<file path="config.mk">
export PLATFORM = sky130hd
export DESIGN_NAME = imh_ram
export DESIGN_NICKNAME = d
export VERILOG_FILES = /design/src/hw/rtl/imh_ram.sv
export SDC_FILE = /design/constraint.sdc
export NUM_CORES = 1
export LEC_CHECK = 0
export BUFFER_PORTS_ARGS = -buffer_cell sky130_fd_sc_hd__buf_4
export CORE_ASPECT_RATIO = 0.6
export CORE_MARGIN = 2
export CORE_UTILIZATION = 55
export DETAILED_ROUTE_END_ITERATION = 12
export PLACE_DENSITY = 0.73
export REMOVE_ABC_BUFFERS = 1
export SYNTH_ARGS = -nofsm -noshare
export SYNTH_HDL_FRONTEND = slang
export SYNTH_SLANG_ARGS = --single-unit
</file>
<file path="constraint.sdc">
create_clock -name clock -period 3.2 [get_ports clock]
set_input_delay 0.8 -clock clock [delete_from_list [all_inputs] [get_ports clock]]
set_output_delay 0.8 -clock clock [all_outputs]
set_load 0.02 [all_outputs]
</file>
<file path="src/hw/rtl/imh_ram.sv">
// generic simple dual-port ram, one write and one registered read port
// no dependencies
`default_nettype none

module imh_ram #(
   parameter int WIDTH = 8,
   parameter int DEPTH = 16
) (
   input  wire logic                     clock,
   input  wire logic                     wr_en,
   input  wire logic [$clog2(DEPTH)-1:0] wr_addr,
   input  wire logic [WIDTH-1:0]         wr_data,
   input  wire logic [$clog2(DEPTH)-1:0] rd_addr,
   output logic      [WIDTH-1:0]         rd_data
);
   logic [WIDTH-1:0] mem_ff [DEPTH];

   always_ff @(posedge clock) begin
      if (wr_en) begin
         mem_ff[wr_addr] <= wr_data;
      end
      rd_data <= mem_ff[rd_addr];
   end
endmodule

`default_nettype wire

</file>
# After elaboration in Yosys (flattened, before gate mapping)
# Memories as Yosys holds them, arrays and structs flattened. A register that Yosys moved wholly into a read port is not among the register bits.
# Cells that the tools add are included.
dict set report word_totals {
  regBits 0
  ram_bits 128
  input_bits 18
  out_inout_bits 8
  word_cells 3
  n_memories 1
}
dict set report op_classes {
  muxes 2
}
# memory depth width read_ports rd_clocked_by_memory_dff write_ports line
set memory_table {}
lappend memory_table {mem_ff 16 8 1 1 1 16} ;# logic [WIDTH-1:0] mem_ff [DEPTH];
# operator count
set op_table {}
lappend op_table {{1-bit 2-to-1 mux} 2}

# Logic depth before layout (Yosys ltp)
dict set report logic_depth {
  depth_word 2
  depth_mapped 5
  depth_no_buf 3
}

# Worst setup path before layout
# No wires, ideal clock.
dict set report synth_timing {
  kind {input port to flip-flop}
  start {input wr_addr[2]}
  end {memory mem_ff[0][0], enable pin}
  setup_time_ns 0.383
  arrival_ns 1.910
  required_ns 2.817
  slack_ns 0.907
  stages 2
  path_buffers 0
  path_cell_list {or3b_2 > nor3_1}
}
# item line
set synth_rtl {}
lappend synth_rtl {{start, declared} 11} ;# input wire logic [$clog2(DEPTH)-1:0] wr_addr,
lappend synth_rtl {{end, declared} 16}
# No word-level cell before the write port.

==> impl_metrics.tcl <==
set metrics [dict create \
    outcome "finished, final reports clean" \
    die_h_um 78.9 \
    layout_common_cells "edfxtp_1 (128), buf_4 (35), mux4_2 (18)" \
    portBuffers 25 \
    slowest_stage "mux4_1" \
    criticalPathCategory "in2reg" \
    drt_pass1_iterations 5 \
    arrival_ns 2.37 \
    insertion_delay_ns 0.41 \
    initial_core_util_pct 56.4 \
    synth_top_area_cell "edfxtp_1" \
    max_slew_margin_pct 32.7 \
    worstPathCellList "buf_4 > mux4_1 > a22oi_1 > nand2_1" \
    cts_sinks 136 \
    dp_hpwl_um 6280 \
    period_share_pct 65.1 \
    cts_buffer_depth 2 \
    n_antenna_cell 0 \
    rows 27 \
    clockRootBuffer "clkbuf_16" \
    setup_viol_count_final 0 \
    fin_ws_ns 1.12 \
    drt-vias-per-instance 6.04 \
    cts_inserted_buffers 17 \
    yosys_warnings 0 \
    critPathTopFamily "multiplexers" \
    p_sw_share_pct 19.9 \
    avgRoutedWirePerCell_um 25.7 \
    setup_tns_ns 0 \
    nNetsFinal 291 \
    worst_pin_slew_ns 1.01 \
    cts_resized 0 \
    combPwrFrac_pct 4.8 \
    syn_area_um2 5150 \
    first_global_vias 2410 \
    hold_violations 0 \
    timing.fmax_mhz 480 \
    cts_tree "built" \
    finalClockSkew_ns 0.0119 \
    rsz0062_at_grt "false" \
    synthTopCellsByArea "edfxtp_1 (75%), mux4_2 (7.9%), mux4_1 (7.1%), dfxtp_1 (3.1%), a22oi_1 (2.3%)" \
    ys_seq_area_share_pct 77.8 \
    cp_slowest_stage_delay_ns 0.67 \
    cap_violations 0 \
    core_area_um2 9120 \
    hp-class "reg2reg" \
    io_pins 26 \
    place.gp.congestion 0.834 \
    p_seq_share_pct 47.7 \
    cp_max_fo 32 \
    routed_wl_um 10400 \
    h-tree-depth 4 \
    endpoint_kind "register" \
    startpoint_type "input port" \
    switchingPower_w 0.000839 \
    grt_pass1_wl_um 15400 \
    grt.total_usage_pct 22.9 \
    drt_iter0_markers 426 \
    p_per_area_nw_per_um2 692 \
    synth.avg_cell_area_um2 22.5 \
    drc_errors 0 \
    totalPowerFinal_w 0.00421 \
    crit_buf_inv 1 \
    ys_ff_latch 136 \
    period_minus_slack_ns 2.08 \
    die-area_um2 10200 \
    drive_gt1_share_pct 29.0 \
    post-cts-setup-buffers 0 \
    p_leak_nw 2.06 \
    internal_power_w 0.00337 \
    clk_pin_slew_ns 0.06 \
    peakVddDrop_mv 0.518 \
    syn-instance-count 229 \
    cts.hold.buffers_added 0 \
    die_x_um 129 \
    area.growth.synth_to_final_pct 18.1 \
    slew_violations 0 \
    num_vias 2429 \
    overflow 0 \
    final_common_cell "edfxtp_1" \
    ant_nets 0 \
    cp.required_ns 3.48 \
    p_clk_share_pct 47.4 \
    dp_slack_ns 0.669 \
    yosysUniqueCellTypes 19 \
    grt_antenna_before_repair 0 \
    grt_max_degree 33 \
    synth.top_cell.area_share_pct 74.7 \
]
==> power by group through the flow <==
stage | Clock, W | Combinational, W | Sequential [W]
floorplan | 0 | 0.0000798 | 0.00205
global placement | 0 | 0.000198 | 0.00204
detailed placement | 0 | 0.000204 | 0.00204
CTS | 0.00203 | 0.000205 | 0.00201
global route | 0.00211 | 0.000220 | 0.00201
finish | 0.00199 | 0.000204 | 0.00201
==> sequential cells by signal, summed over array words and instances, names as in the netlist <==
signal   count
rd_data      8
mem_ff     128
==> through the flow <==
step                hold slack [ns]  instance area [µm²]  cells  utilization, %
global placement              0.652                 5470    370            60.0
global route                  0.703                 6080    402            66.6
floorplan                     0.629                 5060    219               -
CTS                           0.686                 6080    402            66.6
detailed placement            0.673                 5470    370            60.0
finish                        0.682                 6080    402            66.6
==> cell usage after synthesis (all sizes together) <==
| cell type | number |
|---|---|
| edfxtp | 128 |
| mux4 | 32 |
| a22oi | 16 |
| nor2 | 13 |
| nand2 | 9 |
| dfxtp | 8 |
| buf | 7 |
| nor3 | 4 |
| clkdlybuf4s25 | 3 |
| nand2b | 2 |
| nand3b | 2 |
| and2 | 1 |
| and2b | 1 |
| nand3 | 1 |
| nor2b | 1 |
| or3b | 1 |
==> routing by layer <==
metal  wire (µm)  part of all wire (%)  track usage [%]  up-vias
met2        4690                    45             32.9      114
li1            -                     -                -     1066
met5           0                     0                0        -
met3         981                   9.5             6.47       13
met1        4540                    44             34.1     1236
met4         135                   1.3             8.80        0
==> tightest hold or removal path, delay by kind of cell (launching register included) <==
family	cells	cell delay, ns
flops	1	0.32
compound gates	1	0.06
simple gates	1	0.06
mux	1	0.22
==> cell type report <==
| class | instances | area, µm² |
|---|---|---|
| well taps | 116 | 145 |
| clock buffers | 17 | 425 |
| clock inverters | 15 | 184 |
| multi-input cells | 83 | 1060 |
| fillers | 594 | 3040 |
| flip-flops and latches | 136 | 4000 |
| repair buffers | 35 | 263 |
==> logic make-up after synthesis <==
logic type      Yosys count  synth area share, %
compound gates           16                 2.33
simple gates             35                 3.18
mux                      32                 15.0
flops                   136                 77.8
buf+inv                  10                 1.68
==> final timing paths <==
path                              to  cells past startpoint  slack [ns]                    from
hold / removal    rd_data[6]$_DFF_P_                      3        0.68  mem_ff[4][6]$_DFFE_PP_
setup reg to reg  rd_data[4]$_DFF_P_                      3        1.76  mem_ff[9][4]$_DFFE_PP_
setup / recovery  rd_data[4]$_DFF_P_                      4        1.12              rd_addr[0]
hold reg to reg   rd_data[6]$_DFF_P_                      3        0.68  mem_ff[4][6]$_DFFE_PP_
Power figures use the tool's default switching activity.
